==> src/rtl/dcdt_pkg.sv <==
`default_nettype none

package dcdt_pkg;

  localparam int unsigned CountWidth = 32;
  localparam int unsigned SrcWidth   = 4;
  localparam int unsigned CfgIdxWidth = 2;

  typedef logic [CountWidth-1:0] count_t;
  typedef logic [SrcWidth-1:0]   src_t;

  // Event source codes
  localparam src_t SRC_CLOCK   = 4'd1;
  localparam src_t SRC_IDLE    = 4'd2;
  localparam src_t SRC_CHAINED = 4'd3;

  // Request function codes
  typedef enum logic [1:0] {
    FUNC_TICK      = 2'd0,
    FUNC_LOAD_LOW  = 2'd1,
    FUNC_LOAD_HIGH = 2'd2,
    FUNC_UNUSED    = 2'd3
  } func_t;

  // Configuration register indexes
  localparam logic [CfgIdxWidth-1:0] REG_LOW_SOURCE  = 2'd0;
  localparam logic [CfgIdxWidth-1:0] REG_HIGH_SOURCE = 2'd1;
  localparam logic [CfgIdxWidth-1:0] REG_WRAP_ENABLE = 2'd2;

  typedef struct packed {
    logic [1:0] func;
    logic       core_idle;
    count_t     load_value;
  } req_t;

  typedef struct packed {
    count_t low_value;
    count_t high_value;
    logic   irq_low;
    logic   irq_high;
  } rsp_t;

  typedef struct packed {
    src_t low_source;
    src_t high_source;
    logic wrap_enable;
  } cfg_t;

  function automatic logic src_ticks(input src_t src, input logic idle);
    logic t;
    t = 1'b0;
    if (src == SRC_CLOCK) begin
      t = 1'b1;
    end else if (src == SRC_IDLE) begin
      t = idle;
    end
    return t;
  endfunction

endpackage

`default_nettype wire

==> src/rtl/dcdt_step.sv <==
`default_nettype none

module dcdt_step (
  input  wire dcdt_pkg::cfg_t   cfg,
  input  wire dcdt_pkg::req_t   req,
  input  wire dcdt_pkg::count_t low_counter,
  input  wire dcdt_pkg::count_t high_counter,
  output dcdt_pkg::rsp_t        rsp
);

  logic                  low_tick;
  logic                  high_tick;
  logic                  chained;
  logic [63:0]           pair;
  logic [63:0]           pair_dec;
  dcdt_pkg::count_t      low_dec;
  dcdt_pkg::count_t      high_dec;
  dcdt_pkg::func_t       func;

  assign func      = dcdt_pkg::func_t'(req.func);
  assign low_tick  = dcdt_pkg::src_ticks(cfg.low_source, req.core_idle);
  assign high_tick = dcdt_pkg::src_ticks(cfg.high_source, req.core_idle);
  assign chained   = (cfg.high_source == dcdt_pkg::SRC_CHAINED);

  // Hold at zero unless wrap is enabled
  assign pair     = {high_counter, low_counter};
  assign pair_dec = (pair != 64'd0 || cfg.wrap_enable) ? pair - 64'd1 : pair;
  assign low_dec  = (low_counter != '0 || cfg.wrap_enable) ?
                    low_counter - dcdt_pkg::count_t'(1) : low_counter;
  assign high_dec = (high_counter != '0 || cfg.wrap_enable) ?
                    high_counter - dcdt_pkg::count_t'(1) : high_counter;

  always_comb begin
    rsp.low_value  = low_counter;
    rsp.high_value = high_counter;
    rsp.irq_low    = 1'b0;
    rsp.irq_high   = 1'b0;
    unique case (func)
      dcdt_pkg::FUNC_TICK: begin
        if (low_tick) begin
          if (chained) begin
            rsp.low_value  = pair_dec[31:0];
            rsp.high_value = pair_dec[63:32];
            rsp.irq_low    = (pair_dec == 64'd0);
          end else begin
            rsp.low_value = low_dec;
            rsp.irq_low   = (low_dec == '0);
          end
        end
        // Never set in chained mode, so no clash with the pair update
        if (high_tick) begin
          rsp.high_value = high_dec;
          rsp.irq_high   = (high_dec == '0);
        end
      end
      dcdt_pkg::FUNC_LOAD_LOW: begin
        rsp.low_value = req.load_value;
      end
      dcdt_pkg::FUNC_LOAD_HIGH: begin
        rsp.high_value = req.load_value;
      end
      dcdt_pkg::FUNC_UNUSED: begin
        rsp.low_value = low_counter;
      end
      default: begin
        rsp.low_value = low_counter;
      end
    endcase
  end

endmodule

`default_nettype wire

==> src/rtl/dual_chainable_down_timer.sv <==
`default_nettype none

// Two 32-bit down counters that can be chained into one 64-bit counter
// (counter 1 as the high half when its source is 3). Each request either
// ticks the counters or loads one of them, and returns both counter values
// plus the two interrupt pulses. One request is taken every cycle while
// the output is not stalled; a request passes through the input register
// and then the result register, with the decrement and zero test between
// them (one 64-bit decrement when chained). Write the configuration
// registers only while no request is in flight.
module dual_chainable_down_timer (
  input  wire                 clk,
  input  wire                 rst,
  input  wire                 in_valid,
  output logic                in_stall,
  input  wire dcdt_pkg::req_t in_data,
  output logic                out_valid,
  input  wire                 out_stall,
  output dcdt_pkg::rsp_t      out_data,
  input  wire                 cfg_valid,
  output logic                cfg_ready,
  input  wire [dcdt_pkg::CfgIdxWidth-1:0] cfg_index,
  input  wire dcdt_pkg::src_t cfg_data
);

  logic             req_valid;
  dcdt_pkg::req_t   req;
  logic             out_free;
  logic             advance;
  dcdt_pkg::cfg_t   cfg;
  dcdt_pkg::count_t low_counter;
  dcdt_pkg::count_t high_counter;
  dcdt_pkg::rsp_t   rsp_next;

  assign out_free  = !out_valid || !out_stall;
  assign advance   = req_valid && out_free;
  assign in_stall  = req_valid && !out_free;
  assign cfg_ready = 1'b1;

  always_ff @(posedge clk) begin
    if (rst) begin
      cfg <= '0;
    end else if (cfg_valid) begin
      if (cfg_index == dcdt_pkg::REG_LOW_SOURCE) begin
        cfg.low_source <= cfg_data;
      end else if (cfg_index == dcdt_pkg::REG_HIGH_SOURCE) begin
        cfg.high_source <= cfg_data;
      end else if (cfg_index == dcdt_pkg::REG_WRAP_ENABLE) begin
        cfg.wrap_enable <= cfg_data[0];
      end
    end
  end

  // Input register
  always_ff @(posedge clk) begin
    if (rst) begin
      req_valid <= 1'b0;
    end else if (!in_stall) begin
      req_valid <= in_valid;
    end
  end

  always_ff @(posedge clk) begin
    if (in_valid && !in_stall) begin
      req <= in_data;
    end
  end

  dcdt_step u_step (
    .cfg          (cfg),
    .req          (req),
    .low_counter  (low_counter),
    .high_counter (high_counter),
    .rsp          (rsp_next)
  );

  // Counters advance as the request moves into the result register
  always_ff @(posedge clk) begin
    if (rst) begin
      low_counter  <= '0;
      high_counter <= '0;
    end else if (advance) begin
      low_counter  <= rsp_next.low_value;
      high_counter <= rsp_next.high_value;
    end
  end

  always_ff @(posedge clk) begin
    if (rst) begin
      out_valid <= 1'b0;
    end else if (out_free) begin
      out_valid <= req_valid;
    end
  end

  always_ff @(posedge clk) begin
    if (advance) begin
      out_data <= rsp_next;
    end
  end

endmodule

`default_nettype wire
==> config.mk <==
export PLATFORM = sky130hd
export DESIGN_NAME = dual_chainable_down_timer
export DESIGN_NICKNAME = d
export VERILOG_FILES = /design/src/rtl/dcdt_pkg.sv /design/src/rtl/dcdt_step.sv /design/src/rtl/dual_chainable_down_timer.sv
export SDC_FILE = /design/constraint.sdc
export NUM_CORES = 1
export LEC_CHECK = 0
export ABC_AREA = 1
export BUFFER_PORTS_ARGS = -buffer_cell sky130_fd_sc_hd__buf_2
export CAP_MARGIN = 20
export CORE_UTILIZATION = 30
export DETAILED_ROUTE_END_ITERATION = 12
export GPL_TIMING_DRIVEN = 0
export PLACE_DENSITY = 0.56
export SLEW_MARGIN = 10
export SYNTH_ARGS = -nofsm -noshare
export SYNTH_HDL_FRONTEND = slang
export SYNTH_SLANG_ARGS = --single-unit
==> constraint.sdc <==
create_clock -name clk -period 6.42 [get_ports clk]
set_input_delay 0.321 -clock clk [delete_from_list [all_inputs] [get_ports clk]]
set_output_delay 0.321 -clock clk [all_outputs]
set_load 0.05 [all_outputs]
Word-level counts from Yosys, hierarchy flattened
Cells that the tools add are included.
Cells by class
  reductions and logical operators: 24
  divide/modulo/power cells: 0
  shift operators: 0
  bitwise gates (word level): 2
  eq/ne operators: 9
  magnitude comparators: 0
  add/subtract/negate cells: 3
  muxes and demuxes: 14
  $mul: 0
Operators by type and width (count)
  2-to-1 mux 32 bit: 5
  one-hot mux 32 bit (2 select lines): 2
  2-to-1 mux 65 bit: 1
  logical NOT 32 bit: 2
  logical NOT 64 bit: 1
  2-to-1 mux 64 bit: 1
  nonzero test 32 bit: 2
  nonzero test 64 bit: 1
  subtractor 32 x 1 -> 32 bit (second input constant): 2
  subtractor 64 x 1 -> 64 bit (second input constant): 1
  == test 4 x 2 -> 1 bit (second input constant): 3
  == test 4 x 1 -> 1 bit (second input constant): 2
  AND reduction 2 bit: 3
  2-to-1 mux 1 bit: 5
  == test 2 x 1 -> 1 bit (second input constant): 2
  == test 2 bit (second input constant): 2
  logical NOT 1 bit: 4
  logical NOT 2 bit: 2
  logical OR 1 bit: 4
  AND reduction 4 bit: 1
  logical AND 1 bit: 3
  AND reduction 3 bit: 1
  NOT 1 bit: 2
Storage, ports and cells
  output and inout bits: 69
  memories kept: 0
  input bits: 46
  bits in latches: 0
  memory bits (read-only): 0
  bits in registers: 176
  memory bits (writable): 0

Longest topological paths before layout
Gate-level depths: netlist of the first run.
  depth after elaboration: 8
  depth in mapped cells: 18
  gate-level depth less buffers: 18

By module
From an unflattened synthesis of the first run, not the netlist that was laid out.
Unflattened totals
  cells, all modules: 1812
  area, all modules: 12281.8 um2
Modules (own cells, without submodules)
  dual_chainable_down_timer: cells each 532, instances 1, sequential area each 4534.3 um2, area each 6251.0 um2
  dcdt_step: cells each 1280, instances 1, sequential area each 0.0 um2, area each 6030.8 um2

Worst setup path after synthesis of the first run
Ideal clock, no wire load.
  kind: flip-flop to flip-flop
  start: register out_valid
  end: register low_counter[10]
  stages on the path, launching flop included: 10
  setup slack: 1.465 ns
  arrival time: 4.897 ns
  cells stage by stage: dfxtp_1 nand2_1 inv_1 nor2_1 inv_1 clkbuf_1 clkbuf_1 a21oi_1 o21ai_0 inv_1
Between the ends
  longest elaborated chain between the ends: 3
RTL lines
  start, declared: line dual_chainable_down_timer.sv:17  | output logic out_valid,
  start signal, assigned: line dual_chainable_down_timer.sv:92  | out_valid <= req_valid;
  logical NOT 1 bit: line dual_chainable_down_timer.sv:35  | assign out_free = !out_valid || !out_stall;
  logical OR 1 bit: line dual_chainable_down_timer.sv:35
  logical AND 1 bit: line dual_chainable_down_timer.sv:36  | assign advance = req_valid && out_free;
  named net advance: line dual_chainable_down_timer.sv:29  | logic advance;
  end signal, assigned: line dual_chainable_down_timer.sv:83  | low_counter <= rsp_next.low_value;
  end, declared: line dual_chainable_down_timer.sv:31  | dcdt_pkg::count_t low_counter;
The timed path passes the listed nets, and every way through them passes these cells.
A chain may end at the register's enable or synchronous reset.

Worst setup path after layout of the first run
  start: register high_counter[0]
  end: register out_data[1] (netlist name) (data pin)
Between the ends
  longest elaborated chain between the ends: 5
RTL lines
  start, declared: line dual_chainable_down_timer.sv:32  | dcdt_pkg::count_t high_counter;
  start signal, assigned: line dual_chainable_down_timer.sv:84  | high_counter <= rsp_next.high_value;
  branches (longest 2 deep; another with subtractor 64 x 1 -> 64 bit)
  2-to-1 mux 64 bit *: line dcdt_step.sv:27  | assign pair_dec = (pair != 64'd0 || cfg.wrap_enable) ? pair - 64'd1 : pair;
  logical NOT 64 bit *: line dcdt_step.sv:44  | rsp.irq_low = (pair_dec == 64'd0);
  2-to-1 mux 1 bit *: line dcdt_step.sv:41  | if (chained) begin
  end signal, assigned: line dual_chainable_down_timer.sv:98  | out_data <= rsp_next;
  end, declared: line dual_chainable_down_timer.sv:19  | output dcdt_pkg::rsp_t out_data,
Mark *: on every way between the ends.

==> out/metrics.cfg, run 1 <==
[global_route]
antenna_found_initial=1
grt_first_pass_wirelength_mm=90.1
grt_pass1_vias=12700
grt_start_max_net_pins=34
grt_usage_pct=31.2
overflow=0

[pwr]
p_leak_nw=6.43
irDropWorstVdd_uv=178
cellPowerDensity_nw_per_um2=255

[detailed_routing]
ant_nets=0
avgRoutedWirePerCell_um=25.4
routed_wl_mm=63.5
drc_errors=0
vias=13600
dr_wl_met2_mm=26.8
top_layer=met4
dr.pass1.iters=5
vias_per_cell=5.44
wl_met1_mm=28.8
wl_met3_mm=4.96
drt_iter0_markers=1589

[clock_network]
cts-buffers-inserted=17
ctsLongestPathBuffers=2
cts-root-buf=clkbuf_16
cts.clk_slew.worst_paths_ns=0.09
post_cts_buffers=0
cts_tree=done
clkLatencyLatePin_ns=0.50
cts_max_level=4
clock_sinks=176

[synth]
async_flop_share_pct=0
yosys.area.top_type=edfxtp_1
synthFlopType=edfxtp_1
synth_edf_count=101
synth_area_leaders=edfxtp_1 (25%), nand2_1 (16%), dfxtp_1 (12%)
yosys.cell_count.top_type=nand2_1
yosys_register_bits=176
ys_warn_count=0
synthesis.area_um2=12100
synthCells=1791
synth_common_cells=nand2_1 (515), inv_1 (220), nor2_1 (196), a21oi_1 (124), nand3_1 (118)
ys_types=52
yosysSeqAreaShare_pct=37.5
syn_nets=1841
syn_avg_cell_area_um2=6.76
synth_top_area_share_pct=25.1

[die]
dieHeight_um=203
design.die.area_um2=41200
core_um2=39700
die_x_um=203
initial_core_util_pct=30.5
num_rows=73
pin_count=115

[placement]
hpwl_mm=50.0
gp_congestion=0.997
placed_cell_area_um2=13400
port_buffers=112
dp.cells=2431

[min_path]
holdCritStartpoint=cfg_data[3]
hold_path.class=in2reg
hold_end=cfg[8]
hold_path_depth=3

[finish]
drive_above_1_share_pct=11.3
area_growth_pct=18.4
nNetsFinal=2010
n_fill_cell=4368
layout.cells.non_filler=2498
fin_area_um2=14300
antennaDiodeCount=0

[timing]
period_minus_slack_ns=3.86
rsz0062_at_grt=false
relSlewSlack_pct=28.0
setup_viol=0
finalMaxSlewViolations=0
max_freq_mhz=259
worst_pin_slew_ns=1.08
hold_viol_final=0
final.setup_skew_ns=0.0208
period_share_pct=60.1

[worst_setup_path]
crit_type=reg2reg
rr_worst_depth=17
worstReg2RegStart=high_counter[0]
cp-end-kind=flop
cp.arrival_ns=4.21
timing.rr.end=out_data[1]
path_max_fanout=11
cp_data_required_time_ns=6.77
start_kind=flop
startpoint=high_counter[0]
r2r_setup_slack_ns=2.56

[status]
outcome=completed

[flow_run]
cap_violations=0

[how the worst max path moves through the flow]
stage	end	slack, ns
finish	out_data[1]	2.56
global route	out_data[1]	2.44
CTS	out_data[1]	2.71
detailed placement	out_data[1]	2.74
global placement	high_counter[24]	-1.34
floorplan	low_counter[10]	1.47
[through the flow]
stage	hold slack, ns	worst slack (ns)	TNS [ns]	total power [mW]	utilization, %
after floorplan	0.420	1.47	0	2.09	-
after global placement	0.454	-1.34	-78.12	2.53	33.5
after detailed placement	0.459	2.74	0	2.53	33.7
after CTS	0.0391	2.71	0	3.65	36.1
after global routing	0.0848	2.44	0	3.80	36.1
final	0.0827	2.56	0	3.65	36.1
[area by class of cell]
type,instances,area (um2),area share (%)
Multi-Input combinational cell,1318,6400,44.7
Sequential cell,176,4530,31.6
Timing Repair Buffer,150,971,6.78
Inverter,227,852,5.95
Tap cell,525,657,4.58
Clock buffer,17,425,2.97
Buffer,70,320,2.24
Clock inverter,15,163,1.14
[kinds of logic (layout without fill, tap and decap cells)]
| logic type | after synthesis | after routing | synth area share [%] |
|---|---|---|---|
| flops | 176 | 176 | 37.5 |
| other cells | 1 | 1 | 0.0310 |
| xor+xnor | 27 | 27 | 1.95 |
| simple gates | 922 | 922 | 32.8 |
| buf+inv | 297 | 479 | 9.69 |
| fa+ha+maj | 4 | 4 | 0.413 |
| compound gates | 364 | 364 | 17.6 |
[cells in the final DEF, fill, tap and decap left out, types with 17 or more instances in the layout]
| cell type | instances |
|---|---|
| a21oi_1 | 124 |
| buf_2 | 128 |
| clkbuf_1 | 46 |
| clkbuf_16 | 17 |
| dfxtp_1 | 75 |
| dlygate4sd3_1 | 35 |
| edfxtp_1 | 101 |
| inv_1 | 219 |
| nand2_1 | 515 |
| nand3_1 | 118 |
| nand4_1 | 27 |
| nor2_1 | 195 |
| o211ai_1 | 32 |
| o21ai_0 | 102 |
| o21ai_1 | 28 |
| o221ai_1 | 21 |
| xor2_1 | 26 |
[sequential cells by signal (all words and copies together) (netlist names)]
name and count:
out_valid 1, req_valid 1, cfg 9, req 35, high_counter 32, out_data 66
low_counter 32
[per-layer routing]
layer | vias up | track usage, %
li1 | 6295 | -
met1 | 6439 | 44.4
met2 | 717 | 46.3
met3 | 127 | 3.95
met4 | 0 | 15.3
met5 | - | 0
[power breakdown]
| part | leakage [nW] | total (mW) | switching [mW] | internal, mW |
|---|---|---|---|---|
| clock | 0.278 | 1.09 | 0.541 | 0.552 |
| combinational | 4.56 | 1.21 | 0.913 | 0.297 |
| sequential | 1.59 | 1.35 | 0.0728 | 1.28 |
| total | 6.43 | 3.65 | 1.53 | 2.12 |
[worst max-delay path: stages, from the launching register on]
cell and delay (ns):
dfxtp_1 0.50, inv_2 0.37, ha_1 0.54, nand2_2 0.19, nor2_4 0.17, nand2_4 0.11
nor2_8 0.26, nand2_4 0.10, buf_6 0.18, nand2_1 0.12, nand2_1 0.06, nand2_1 0.09
nand2_1 0.06, nor2_1 0.23, nand3_1 0.17, nor2_1 0.17, nand3_1 0.20, a21oi_2 0.17
[repair_timing]
action / 4_1_cts / 5_1_grt
endpoints found under the hold margin: 35 / 0
resized for setup: 0 / 0
hold buffers: 35 / 0
No activity file was read; power rests on OpenSTA's default activity.
==> run 2, diff against run 1 <==
==> constraint.sdc (replaced) <==
create_clock -name clk -period 3.7 [get_ports clk]
set_input_delay 0.185 -clock clk [delete_from_list [all_inputs] [get_ports clk]]
set_output_delay 0.185 -clock clk [all_outputs]
set_load 0.05 [all_outputs]
==> out/metrics.cfg, run 2 (synthesis gave the netlist of run 1 again) <==
[status]
outcome=completed  ; unchanged

[worst_setup_path]
worst_path_max_delay_cell=nor3_1  ; was ha_1
path_max_fanout=6  ; was 11
cp_common_cell=nor2_1  ; was nand2_1
slowest_delay_ns=0.80  ; was 0.54 ns
worstReg2RegStart=high_counter[2]  ; was high_counter[0]
timing.rr.end=out_data[1]  ; unchanged
r2r_setup_slack_ns=0.03  ; was 2.56 ns
path_cells=nor2_1, nand2_1, nor2_1, inv_1, nor3_1, nand3_1, nand2_1, nand2_1, nor2_1, nand3_1, nor2_1, nand3_1, a21oi_2  ; was inv_2, ha_1, nand2_2, nor2_4, nand2_4, nor2_8, nand2_4, buf_6, nand2_1, nand2_1, nand2_1, nand2_1, nor2_1, nand3_1, nor2_1, nand3_1, a21oi_2
rr_worst_depth=13  ; was 17
start_kind=flop  ; unchanged
crit_type=reg2reg  ; unchanged
cp-end-kind=flop  ; unchanged
cp.arrival_ns=4.00  ; was 4.21 ns
cp_data_required_time_ns=4.03  ; was 6.77 ns

[global_route]
global_route.usage.met3_pct=4.16  ; was 3.95%
top_usage_layer=met2  ; unchanged
grt_start_max_net_pins=34  ; unchanged
grt_first_pass_wirelength_mm=88.7  ; was 90.1 mm
antenna_found_initial=0  ; was 1
overflow=0  ; unchanged
grtUsageMet2_pct=45.6  ; was 46.3%
grt_usage_pct=30.2  ; was 31.2%
use_met1_pct=42.7  ; was 44.4%
grt_pass1_vias=12800  ; was 12700

[timing]
holdWs_ns=0.0197  ; was 0.0827 ns
finalMaxSlewViolations=0  ; unchanged
setup-tns-final_ns=0  ; unchanged
setup_viol=0  ; unchanged
max_freq_mhz=273  ; was 259 MHz
period_minus_slack_ns=3.67  ; was 3.86 ns
rsz0062_at_grt=false  ; unchanged
period_share_pct=99.1  ; was 60.1%
hold_viol_final=0  ; unchanged
worst_pin_slew_ns=1.10  ; was 1.08 ns
relSlewSlack_pct=26.4  ; was 28.0%
final.setup_skew_ns=0.0221  ; was 0.0208 ns

[detailed_routing]
ant_nets=0  ; unchanged
routed_wl_mm=62.1  ; was 63.5 mm
dr.pass1.iters=6  ; was 5
drc_errors=0  ; unchanged
drt_iter0_markers=1714  ; was 1589
vias_per_cell=5.49  ; was 5.44
avgRoutedWirePerCell_um=24.8  ; was 25.4 um
vias=13700  ; was 13600

[die]
initial_core_util_pct=30.5  ; unchanged
design.die.area_um2=41200  ; unchanged
dieHeight_um=203  ; unchanged
die_x_um=203  ; unchanged
core_um2=39700  ; unchanged
num_rows=73  ; unchanged
pin_count=115  ; unchanged

[placement]
hpwl_mm=48.6  ; was 50.0 mm
placed_cell_area_um2=13400  ; about the same
port_buffers=112  ; unchanged
gp_congestion=1.05  ; was 0.997

[finish]
fin_area_um2=14400  ; was 14300 um2
layout_commonest_cell=nand2_1  ; unchanged
fin_util_pct=36.3  ; was 36.1%
antennaDiodeCount=0  ; unchanged
drive_above_1_share_pct=11.5  ; was 11.3%
largest_reg_flops=66  ; unchanged
n_fill_cell=4342  ; was 4368
reg_top3=out_data x66, req x35  ; unchanged
regMostFlops=out_data  ; unchanged
area_growth_pct=19.2  ; was 18.4%
final_cell_mix=nand2_1 (515), inv_1 (219), nor2_1 (194)  ; was nand2_1 (515), inv_1 (219), nor2_1 (195)
nNetsFinal=2015  ; was 2010

[clock_network]
cts-buffers-inserted=17  ; unchanged
cts-root-buf=clkbuf_16  ; unchanged
clkLatencyLatePin_ns=0.48  ; was 0.50 ns
cts.clk_slew.worst_paths_ns=0.09  ; about the same
clock_sinks=176  ; unchanged
cts_tree=done  ; unchanged
ctsLongestPathBuffers=2  ; unchanged
cts_max_level=4  ; unchanged

[pwr]
irDropWorstVdd_uv=327  ; was 178 uV
cellPowerDensity_nw_per_um2=445  ; was 255 nW/um2
p_leak_nw=6.48  ; was 6.43 nW
p_total_mw=6.42  ; was 3.65 mW

[min_path]
holdCritStartpoint=out_stall  ; was cfg_data[3]
hold_path.class=in2reg  ; unchanged
hold_path_depth=3  ; unchanged
hold_end=out_valid  ; was cfg[8]

[flow_run]
cap_violations=0  ; unchanged

==> run 2: power by group <==
group	switching, mW	internal, mW	total [mW]	leakage, nW
clock network	0.939	1.05	1.98	0.301
logic	1.57	0.522	2.10	4.59
registers	0.127	2.21	2.34	1.59
total	2.64	3.78	6.42	6.48
==> run 2: worst max-delay path, delay by kind of cell, from the launching register on <==
kind	cells	cell delay (ns)
AOI/OAI and AO/OA	1	0.19
DFF	1	0.39
and+or+nand+nor	11	2.86
buffers and inverters	1	0.07
==> run 2: area by class of cell <==
| class | instances | area, um2 | area share (%) |
|---|---|---|---|
| repair buffers | 155 | 1030 | 7.14 |
| multi-input cells | 1318 | 6410 | 44.4 |
| well taps | 525 | 657 | 4.55 |
| plain buffers | 70 | 320 | 2.22 |
| clock buffers | 19 | 443 | 3.07 |
| clock inverters | 13 | 173 | 1.20 |
| flip-flops and latches | 176 | 4540 | 31.4 |
| inverters | 227 | 857 | 5.94 |
==> run 2: repair_timing <==
action,in CTS,in global routing
setup buffers,0,0
hold buffers,39,0
endpoints found under the setup margin,0,4
hold endpoints to repair,42,0
resized for setup,0,7
==> run 2: worst max-delay path by stage <==
stage	to	slack, ns	start	cells after the start
finish	out_data[1]	0.03	high_counter[2]	13
global route	high_counter[30]	0.006	req[33]	9
CTS	out_data[1]	0.01	high_counter[0]	17
detailed placement	out_data[1]	0.03	high_counter[0]	17
global placement	high_counter[28]	-2.02	out_valid	8
floorplan	low_counter[10]	0.07	out_valid	9
==> run 2: layer usage <==
metal,share of wire (%),up-vias
met5,0,-
met4,4.1,0
met3,8.5,110
met2,43,814
met1,44,6497
li1,-,6315
==> run 2: metrics by stage <==
stage          worst slack (ns)  std cells
4_1_cts                  0.0121       2503
3_5_place_dp             0.0341       2432
3_3_place_gp              -2.02       2428
5_1_grt                 0.00598       2503
2_1_floorplan            0.0691       1791
6_report                 0.0333       2503
